File: src/design/b64e_pkg.sv
// shared types, constants and the alphabet function of the base64 stream encoder
package b64e_pkg;

	localparam logic [7:0] PadChar   = 8'h3D;
	localparam logic [7:0] UpperBase = 8'h41;
	localparam logic [7:0] LowerBase = 8'h47;
	localparam logic [7:0] DigitBase = 8'hFC;
	localparam logic [7:0] PlusChar  = 8'h2B;
	localparam logic [7:0] SlashChar = 8'h2F;

	typedef struct packed {
		logic [23:0] bits;
		logic [1:0]  total;
		logic        last;
	} group_t;

	typedef struct packed {
		logic   valid;
		group_t grp;
	} push_t;

	typedef struct packed {
		logic   valid;
		logic   full;
		group_t grp;
	} head_t;

	function automatic logic [7:0] sextet_char(input logic [5:0] v);
		logic [7:0] r;
		if (v < 6'd26) begin
			r = UpperBase + {2'b00, v};
		end else if (v < 6'd52) begin
			r = LowerBase + {2'b00, v};
		end else if (v < 6'd62) begin
			r = DigitBase + {2'b00, v};
		end else if (v == 6'd62) begin
			r = PlusChar;
		end else begin
			r = SlashChar;
		end
		return r;
	endfunction

endpackage

File: src/design/b64e_if.sv
// handshake interfaces for raw bytes in and encoded characters out
interface b64e_in_if;
	logic       valid;
	logic       ready;
	logic [7:0] data_byte;
	logic       end_of_message;
	modport source (output valid, output data_byte, output end_of_message, input ready);
	modport sink (input valid, input data_byte, input end_of_message, output ready);
endinterface

interface b64e_out_if;
	logic       valid;
	logic       ready;
	logic [7:0] out_char;
	logic       last_char;
	modport source (output valid, output out_char, output last_char, input ready);
	modport sink (input valid, input out_char, input last_char, output ready);
endinterface

File: src/design/base64_stream_encoder.sv
// top level of the base64 stream encoder
//
// raw channel: one message byte per transfer, with end_of_message on the final
// byte of a message. enc channel: one ASCII character per transfer, with
// last_char on the final character of the encoded message.
// every three bytes, or the final byte of a message, close a group that is
// encoded into four characters; a short final group is zero filled and ends
// in one or two '=' pads.
// the first character of a group is offered once the group has passed
// through the queue, the group register and the output register; the other
// three follow one per cycle while enc.ready is high. the enc channel moves
// one character per cycle, but holds its character while enc.ready is low.
// a two-group queue sits between the byte collector and the character
// stage; raw.ready drops only while that queue is full, so bytes keep
// flowing while enc stalls until two groups are waiting.
// reset clears the pending byte count, the queue and the output register;
// nothing is offered on enc until a group is complete.
module base64_stream_encoder (
	input  logic        clk,
	input  logic        arst_n,
	b64e_in_if.sink     raw,
	b64e_out_if.source  enc
);

	b64e_pkg::push_t push;
	b64e_pkg::head_t head;
	logic            pop;

	b64e_front u_front (
		.clk    (clk),
		.arst_n (arst_n),
		.raw    (raw),
		.head   (head),
		.push   (push)
	);

	b64e_queue u_queue (
		.clk    (clk),
		.arst_n (arst_n),
		.push   (push),
		.pop    (pop),
		.head   (head)
	);

	b64e_back u_back (
		.clk    (clk),
		.arst_n (arst_n),
		.head   (head),
		.pop    (pop),
		.enc    (enc)
	);

	a_push_room: assert property (@(posedge clk) disable iff (!arst_n)
		push.valid |-> !head.full)
		else $error("group pushed into a full queue");

	a_pop_nonempty: assert property (@(posedge clk) disable iff (!arst_n)
		pop |-> head.valid)
		else $error("group popped from an empty queue");

	a_full_stalls: assert property (@(posedge clk) disable iff (!arst_n)
		head.full |-> !raw.ready)
		else $error("byte taken while the queue is full");

	a_pop_resets_stage: assert property (@(posedge clk) disable iff (!arst_n)
		pop |=> !(enc.valid && enc.last_char && $past(enc.valid && !enc.ready)
			&& !$past(enc.last_char)))
		else $error("last character appeared under a stall");

endmodule

File: src/design/b64e_front.sv
// front end: collects bytes into groups of three and pushes finished groups
module b64e_front (
	input  logic             clk,
	input  logic             arst_n,
	b64e_in_if.sink          raw,
	input  b64e_pkg::head_t  head,
	output b64e_pkg::push_t  push
);

	logic [7:0] held_q [2];
	logic [1:0] count_q;
	logic       take;
	logic       store;

	assign raw.ready = !head.full;
	assign take      = raw.valid && raw.ready;
	assign store     = !raw.end_of_message && (count_q < 2'd2);

	always_comb begin
		push.valid      = take && !store;
		push.grp.last   = raw.end_of_message;
		push.grp.total  = count_q + 2'd1;
		unique case (count_q)
			2'd0: push.grp.bits = {raw.data_byte, 16'h0000};
			2'd1: push.grp.bits = {held_q[0], raw.data_byte, 8'h00};
			default: push.grp.bits = {held_q[0], held_q[1], raw.data_byte};
		endcase
	end

	always_ff @(posedge clk or negedge arst_n) begin
		if (!arst_n) begin
			count_q <= 2'd0;
		end else if (take) begin
			if (store) begin
				count_q <= count_q + 2'd1;
			end else begin
				count_q <= 2'd0;
			end
		end
	end

	always_ff @(posedge clk) begin
		if (take && store) begin
			held_q[count_q[0]] <= raw.data_byte;
		end
	end

endmodule

File: src/design/b64e_queue.sv
// two-entry group queue between front and back
module b64e_queue (
	input  logic             clk,
	input  logic             arst_n,
	input  b64e_pkg::push_t  push,
	input  logic             pop,
	output b64e_pkg::head_t  head
);

	b64e_pkg::group_t mem_q [2];
	logic             wr_q;
	logic             rd_q;
	logic [1:0]       cnt_q;
	logic             do_push;
	logic             do_pop;

	assign do_push    = push.valid && (cnt_q != 2'd2);
	assign do_pop     = pop && (cnt_q != 2'd0);
	assign head.valid = cnt_q != 2'd0;
	assign head.full  = cnt_q == 2'd2;
	assign head.grp   = mem_q[rd_q];

	always_ff @(posedge clk or negedge arst_n) begin
		if (!arst_n) begin
			wr_q  <= 1'b0;
			rd_q  <= 1'b0;
			cnt_q <= 2'd0;
		end else begin
			if (do_push) begin
				wr_q <= !wr_q;
			end
			if (do_pop) begin
				rd_q <= !rd_q;
			end
			if (do_push && !do_pop) begin
				cnt_q <= cnt_q + 2'd1;
			end else if (do_pop && !do_push) begin
				cnt_q <= cnt_q - 2'd1;
			end
		end
	end

	always_ff @(posedge clk) begin
		if (do_push) begin
			mem_q[wr_q] <= push.grp;
		end
	end

endmodule

File: src/design/b64e_back.sv
// back end: turns one group into four characters through an output register
module b64e_back (
	input  logic             clk,
	input  logic             arst_n,
	input  b64e_pkg::head_t  head,
	output logic             pop,
	b64e_out_if.source       enc
);

	b64e_pkg::group_t grp_q;
	logic             busy_q;
	logic [1:0]       idx_q;
	logic             valid_q;
	logic [7:0]       char_q;
	logic             last_q;
	logic             load;
	logic             adv;
	logic [5:0]       sextet;
	logic [7:0]       next_char;

	assign load = !valid_q || enc.ready;
	assign adv  = busy_q && load;
	assign pop  = head.valid && (!busy_q || (adv && idx_q == 2'd3));

	always_comb begin
		unique case (idx_q)
			2'd0: sextet = grp_q.bits[23:18];
			2'd1: sextet = grp_q.bits[17:12];
			2'd2: sextet = grp_q.bits[11:6];
			default: sextet = grp_q.bits[5:0];
		endcase
		if (idx_q > grp_q.total) begin
			next_char = b64e_pkg::PadChar;
		end else begin
			next_char = b64e_pkg::sextet_char(sextet);
		end
	end

	assign enc.valid     = valid_q;
	assign enc.out_char  = char_q;
	assign enc.last_char = last_q;

	always_ff @(posedge clk or negedge arst_n) begin
		if (!arst_n) begin
			busy_q  <= 1'b0;
			idx_q   <= 2'd0;
			valid_q <= 1'b0;
		end else begin
			if (load) begin
				valid_q <= busy_q;
			end
			if (pop) begin
				busy_q <= 1'b1;
				idx_q  <= 2'd0;
			end else if (adv) begin
				idx_q <= idx_q + 2'd1;
				if (idx_q == 2'd3) begin
					busy_q <= 1'b0;
				end
			end
		end
	end

	always_ff @(posedge clk) begin
		if (pop) begin
			grp_q <= head.grp;
		end
		if (adv) begin
			char_q <= next_char;
			last_q <= grp_q.last && (idx_q == 2'd3);
		end
	end

endmodule
File: src/flat_wrapper.sv
// flat-port wrapper written by rule: the top's interface ports become plain ports
module base64_stream_encoder_flat 
  (clk, arst_n, raw_valid, raw_data_byte, raw_end_of_message, raw_ready, enc_valid, enc_out_char, enc_last_char, enc_ready);
  b64e_in_if raw_i ();
  b64e_out_if enc_i ();
  input  logic clk;
  input  logic arst_n;
  input wire logic [$bits(raw_i.valid)-1:0] raw_valid;
  input wire logic [$bits(raw_i.data_byte)-1:0] raw_data_byte;
  input wire logic [$bits(raw_i.end_of_message)-1:0] raw_end_of_message;
  output wire logic [$bits(raw_i.ready)-1:0] raw_ready;
  output wire logic [$bits(enc_i.valid)-1:0] enc_valid;
  output wire logic [$bits(enc_i.out_char)-1:0] enc_out_char;
  output wire logic [$bits(enc_i.last_char)-1:0] enc_last_char;
  input wire logic [$bits(enc_i.ready)-1:0] enc_ready;
  assign raw_i.valid = raw_valid;
  assign raw_i.data_byte = raw_data_byte;
  assign raw_i.end_of_message = raw_end_of_message;
  assign raw_ready = raw_i.ready;
  assign enc_valid = enc_i.valid;
  assign enc_out_char = enc_i.out_char;
  assign enc_last_char = enc_i.last_char;
  assign enc_i.ready = enc_ready;
  base64_stream_encoder u_core (.clk(clk), .arst_n(arst_n), .raw(raw_i), .enc(enc_i));
endmodule
File: config.mk
export PLATFORM = sky130hd
export DESIGN_NAME = base64_stream_encoder_flat
export DESIGN_NICKNAME = d
export VERILOG_FILES = /design/src/design/b64e_pkg.sv /design/src/design/b64e_if.sv /design/src/design/base64_stream_encoder.sv /design/src/design/b64e_front.sv /design/src/design/b64e_queue.sv /design/src/design/b64e_back.sv /design/src/flat_wrapper.sv
export SDC_FILE = /design/constraint.sdc
export NUM_CORES = 1
export LEC_CHECK = 0
export BUFFER_PORTS_ARGS = -buffer_cell sky130_fd_sc_hd__buf_2
export CAP_MARGIN = 0
export CORE_ASPECT_RATIO = 1.1
export CORE_MARGIN = 1.5
export CORE_UTILIZATION = 34
export CTS_CLUSTER_SIZE = 25
export DETAILED_ROUTE_END_ITERATION = 8
export SLEW_MARGIN = 20
export SYNTH_ARGS = -nofsm -noshare
export SYNTH_HDL_FRONTEND = slang
export SYNTH_HIERARCHICAL = 1
export SYNTH_SLANG_ARGS = --single-unit
File: constraint.sdc
create_clock -name clk -period 8.1 [get_ports clk]
set_input_delay 1.215 -clock clk [delete_from_list [all_inputs] [get_ports clk]]
set_output_delay 1.215 -clock clk [all_outputs]
set_load 0.01 [all_outputs]
==> flow_summary.toml <==
[grt]
grt_pass1_wl_um = 13500
antenna_found_initial = 0
grt-ovfl-total = 0
grt_pass1_vias = 2729
grt_usage_pct = 11.4
grt_max_degree = 30

[clocking]
cts_resized = 0
cts_hold_buffers = 0
clock_path_buffers = 2
clock_sinks = 116
cts_buffers = 17
cts_root_buffer = "clkbuf_16"
insertion_delay_ns = 0.40
post-cts-setup-buffer-count = 0
cts_tree = "done"
htree_levels = 4
clk_pin_slew_ns = 0.05

[layout]
nNetsFinal = 372
areaGrowthSynthToFinish_pct = 16.2
diodes = 0
layout-drive-gt1-share_pct = 25.9
layout_common_cells = "edfxtp_1 (106), buf_2 (23), mux2_4 (20), a22o_1 (19), clkbuf_16 (17)"
final_common_cell = "edfxtp_1"
fillerInstances = 1351

[route]
wl_per_cell_um = 14.9
drc = 0
wirelength_um = 8210
dr.first_iter.drc_count = 129
postRouteAntennaNets = 0
vias = 2615
dr.pass1.iters = 5
via_per_inst = 4.75

[synth]
syn_area_per_cell_um2 = 16.2
synthAdderAreaFrac_pct = 2.94
yosysWarnings = 6
ys_ff_latch = 116
syn-num-nets = 337
synthMuxAreaShare_pct = 8.34
async_flop_share_pct = 8.62
synth-simple-area-share_pct = 6.02
synth_top_family_by_area = "compound AO/OA/AOI/OAI gates"
synthesis.area_um2 = 5070
yosysUniqueCellTypes = 57
synth-edff-count = 106
synthCells = 313
synth_compound_area_share_pct = 10.6
synth-seq-area-share_pct = 67.7
synth_xor_area_share_pct = 1.04
synth_ff_type = "edfxtp_1"

[floorplan]
rows = 46
start_util_pct = 35.0
die-area_um2 = 15700
io_pins = 24
core_area_um2 = 14500
die_w_um = 119
die_y_um = 131

[timing]
setup_viol = 0
finalSetupTns_ns = 0
finalCriticalPeriod_ns = 2.56
slew_headroom_pct = 59.1
finalHoldViolations = 0
fin_crit_sh_pct = 31.6
slew_viol_final = 0
maxClockFrequency_mhz = 391
clock_skew_ns = 0.00865
rsz0062_at_grt = "false"
worstMarginPinSlew_ns = 0.607

[power_and_ir_drop]
ir_drop_v = 0.000128
power.density_nw_per_um2 = 418
p_total_w = 0.00246
leakage_nw = 2.17

[run]
cap_viol_max_count = 0

[worst_hold_path]
hold_end = "u_core/u_queue/cnt_q[1]"
min_path_type = "flip-flop to flip-flop"
min_path_cells = 1
worstHoldStart = "u_core/u_queue/cnt_q[1]"

[worst_setup_path]
worstSetupStartpointType = "flip-flop"
arrival_ns = 2.79
critPathMostFrequentCell = "ha_1"
cp_slowest_stage_delay_ns = 0.57
path_delay_family = "adder cells"
r2r_cells = 6
r2r-start = "u_core/u_back/idx_q[1]"
cp_max_fo = 16
path_class = "flip-flop to flip-flop"
worstPathCellList = "ha_1, mux2_2, ha_1, a2111oi_0, a211oi_1, o211ai_1"
required_ns = 8.33
path_buf_inv = 0
timing.rr.end = "u_core/u_back/enc.out_char[4]"
cp-end-kind = "flip-flop"
regToRegSetupSlack_ns = 5.54
cpMaxStageDelayCell = "ha_1"

[run_status]
status = "complete, no violations"

[place]
gp_congestion = 0.750
dpl.hpwl_um = 5650
portBuffers = 23
-- report_power, final --
part	internal [W]	leakage (nW)	total (W)	switching (W)
clock network	0.000442	0.260	0.000667	0.000225
registers	0.000875	1.09	0.000919	0.0000440
logic	0.000363	0.815	0.000877	0.000514
-- Yosys cell counts, types with 2 or more instances --
master,n,area [um2]
edfxtp_1,106,3180
mux2_4,20,300
a22o_1,19,166
inv_1,15,56.3
and2_1,11,68.8
ha_1,11,138
dfrtp_1,10,250
nand2_1,10,37.5
a21oi_1,9,45.0
mux2_2,9,101
nor2_1,9,33.8
nand2b_1,8,50.1
o21ai_0,6,30.0
a22oi_1,5,37.5
buf_2,5,25.0
nand3_1,4,20.0
xnor2_1,4,35.0
a211o_1,3,26.3
o21ai_1,3,15.0
a222oi_1,2,20.0
a32oi_1,2,17.5
and3_1,2,12.5
buf_12,2,40.0
buf_6,2,22.5
nor2b_1,2,12.5
nor3_1,2,10.0
xor2_1,2,17.5
-- final cells by class --
type / count / area (um2) / area share [%]
Timing Repair Buffer: 27 / 145 / 2.46
Sequential cell: 116 / 3430 / 58.3
Multi-Input combinational cell: 169 / 1480 / 25.0
Tap cell: 192 / 240 / 4.08
Clock inverter: 8 / 86.3 / 1.46
Clock buffer: 22 / 444 / 7.54
Inverter: 17 / 68.8 / 1.17
-- registers in the layout, indices dropped and copies added, names as in the netlist --
name	count
u_core/u_queue/cnt_q	2
u_core/u_back/grp_q	27
u_core/u_back/busy_q	1
u_core/u_back/enc.out_char	8
u_core/u_front/held_q	16
u_core/u_back/idx_q	2
u_core/u_back/enc.last_char	1
u_core/u_back/enc.valid	1
u_core/u_queue/mem_q	54
u_core/u_queue/rd_q	1
u_core/u_queue/wr_q	1
u_core/u_front/count_q	2
-- worst reg2reg max path, stage by stage, from the launching register on --
cell and delay [ns]:
dfrtp_1 0.39, ha_1 0.57, mux2_2 0.48, ha_1 0.26
a2111oi_0 0.45, a211oi_1 0.11, o211ai_1 0.12
-- per-stage QoR --
step                      instance area, um2  std cells  setup WS (ns)  hold WS [ns]  utilization, %
after floorplan                         5070        313           4.35         0.456               -
after global routing                    5890        551           5.40         0.521            40.6
final                                   5890        551           5.54         0.507            40.6
after detailed placement                5360        521           5.19         0.500            37.0
after CTS                               5890        551           5.53         0.515            40.6
after global placement                  5360        521           5.27         0.474            37.0
-- metal layers --
layer  vias to the layer above  GRT usage (%)  wire [um]
met3                        15           3.37        259
met4                         0           7.00        194
met2                        65           19.1       4050
li1                       1281              -          -
met1                      1254           13.0       3700
met5                         -              0          0
-- worst max-delay path by stage --
stage	to	slack [ns]	startpoint	cells past startpoint
global placement	u_core/u_queue/cnt_q[1]	5.27	enc_ready	10
finish	u_core/u_back/enc.out_char[4]	5.54	u_core/u_back/idx_q[1]	6
detailed placement	u_core/u_queue/cnt_q[1]	5.19	enc_ready	9
CTS	raw_ready	5.53	u_core/u_queue/cnt_q[0]	4
global route	u_core/u_queue/cnt_q[1]	5.40	u_core/u_back/idx_q[1]	9
floorplan	u_core/u_queue/cnt_q[1]	4.35	enc_ready	8
-- cell families after synthesis --
| group | Yosys count |
|---|---|
| compound gates | 65 |
| simple gates | 54 |
| buf+inv | 28 |
| mux | 31 |
| xor+xnor | 6 |
| other cells | 1 |
| fa+ha+maj | 12 |
| flops | 116 |
Power figures use the tool's default switching activity.
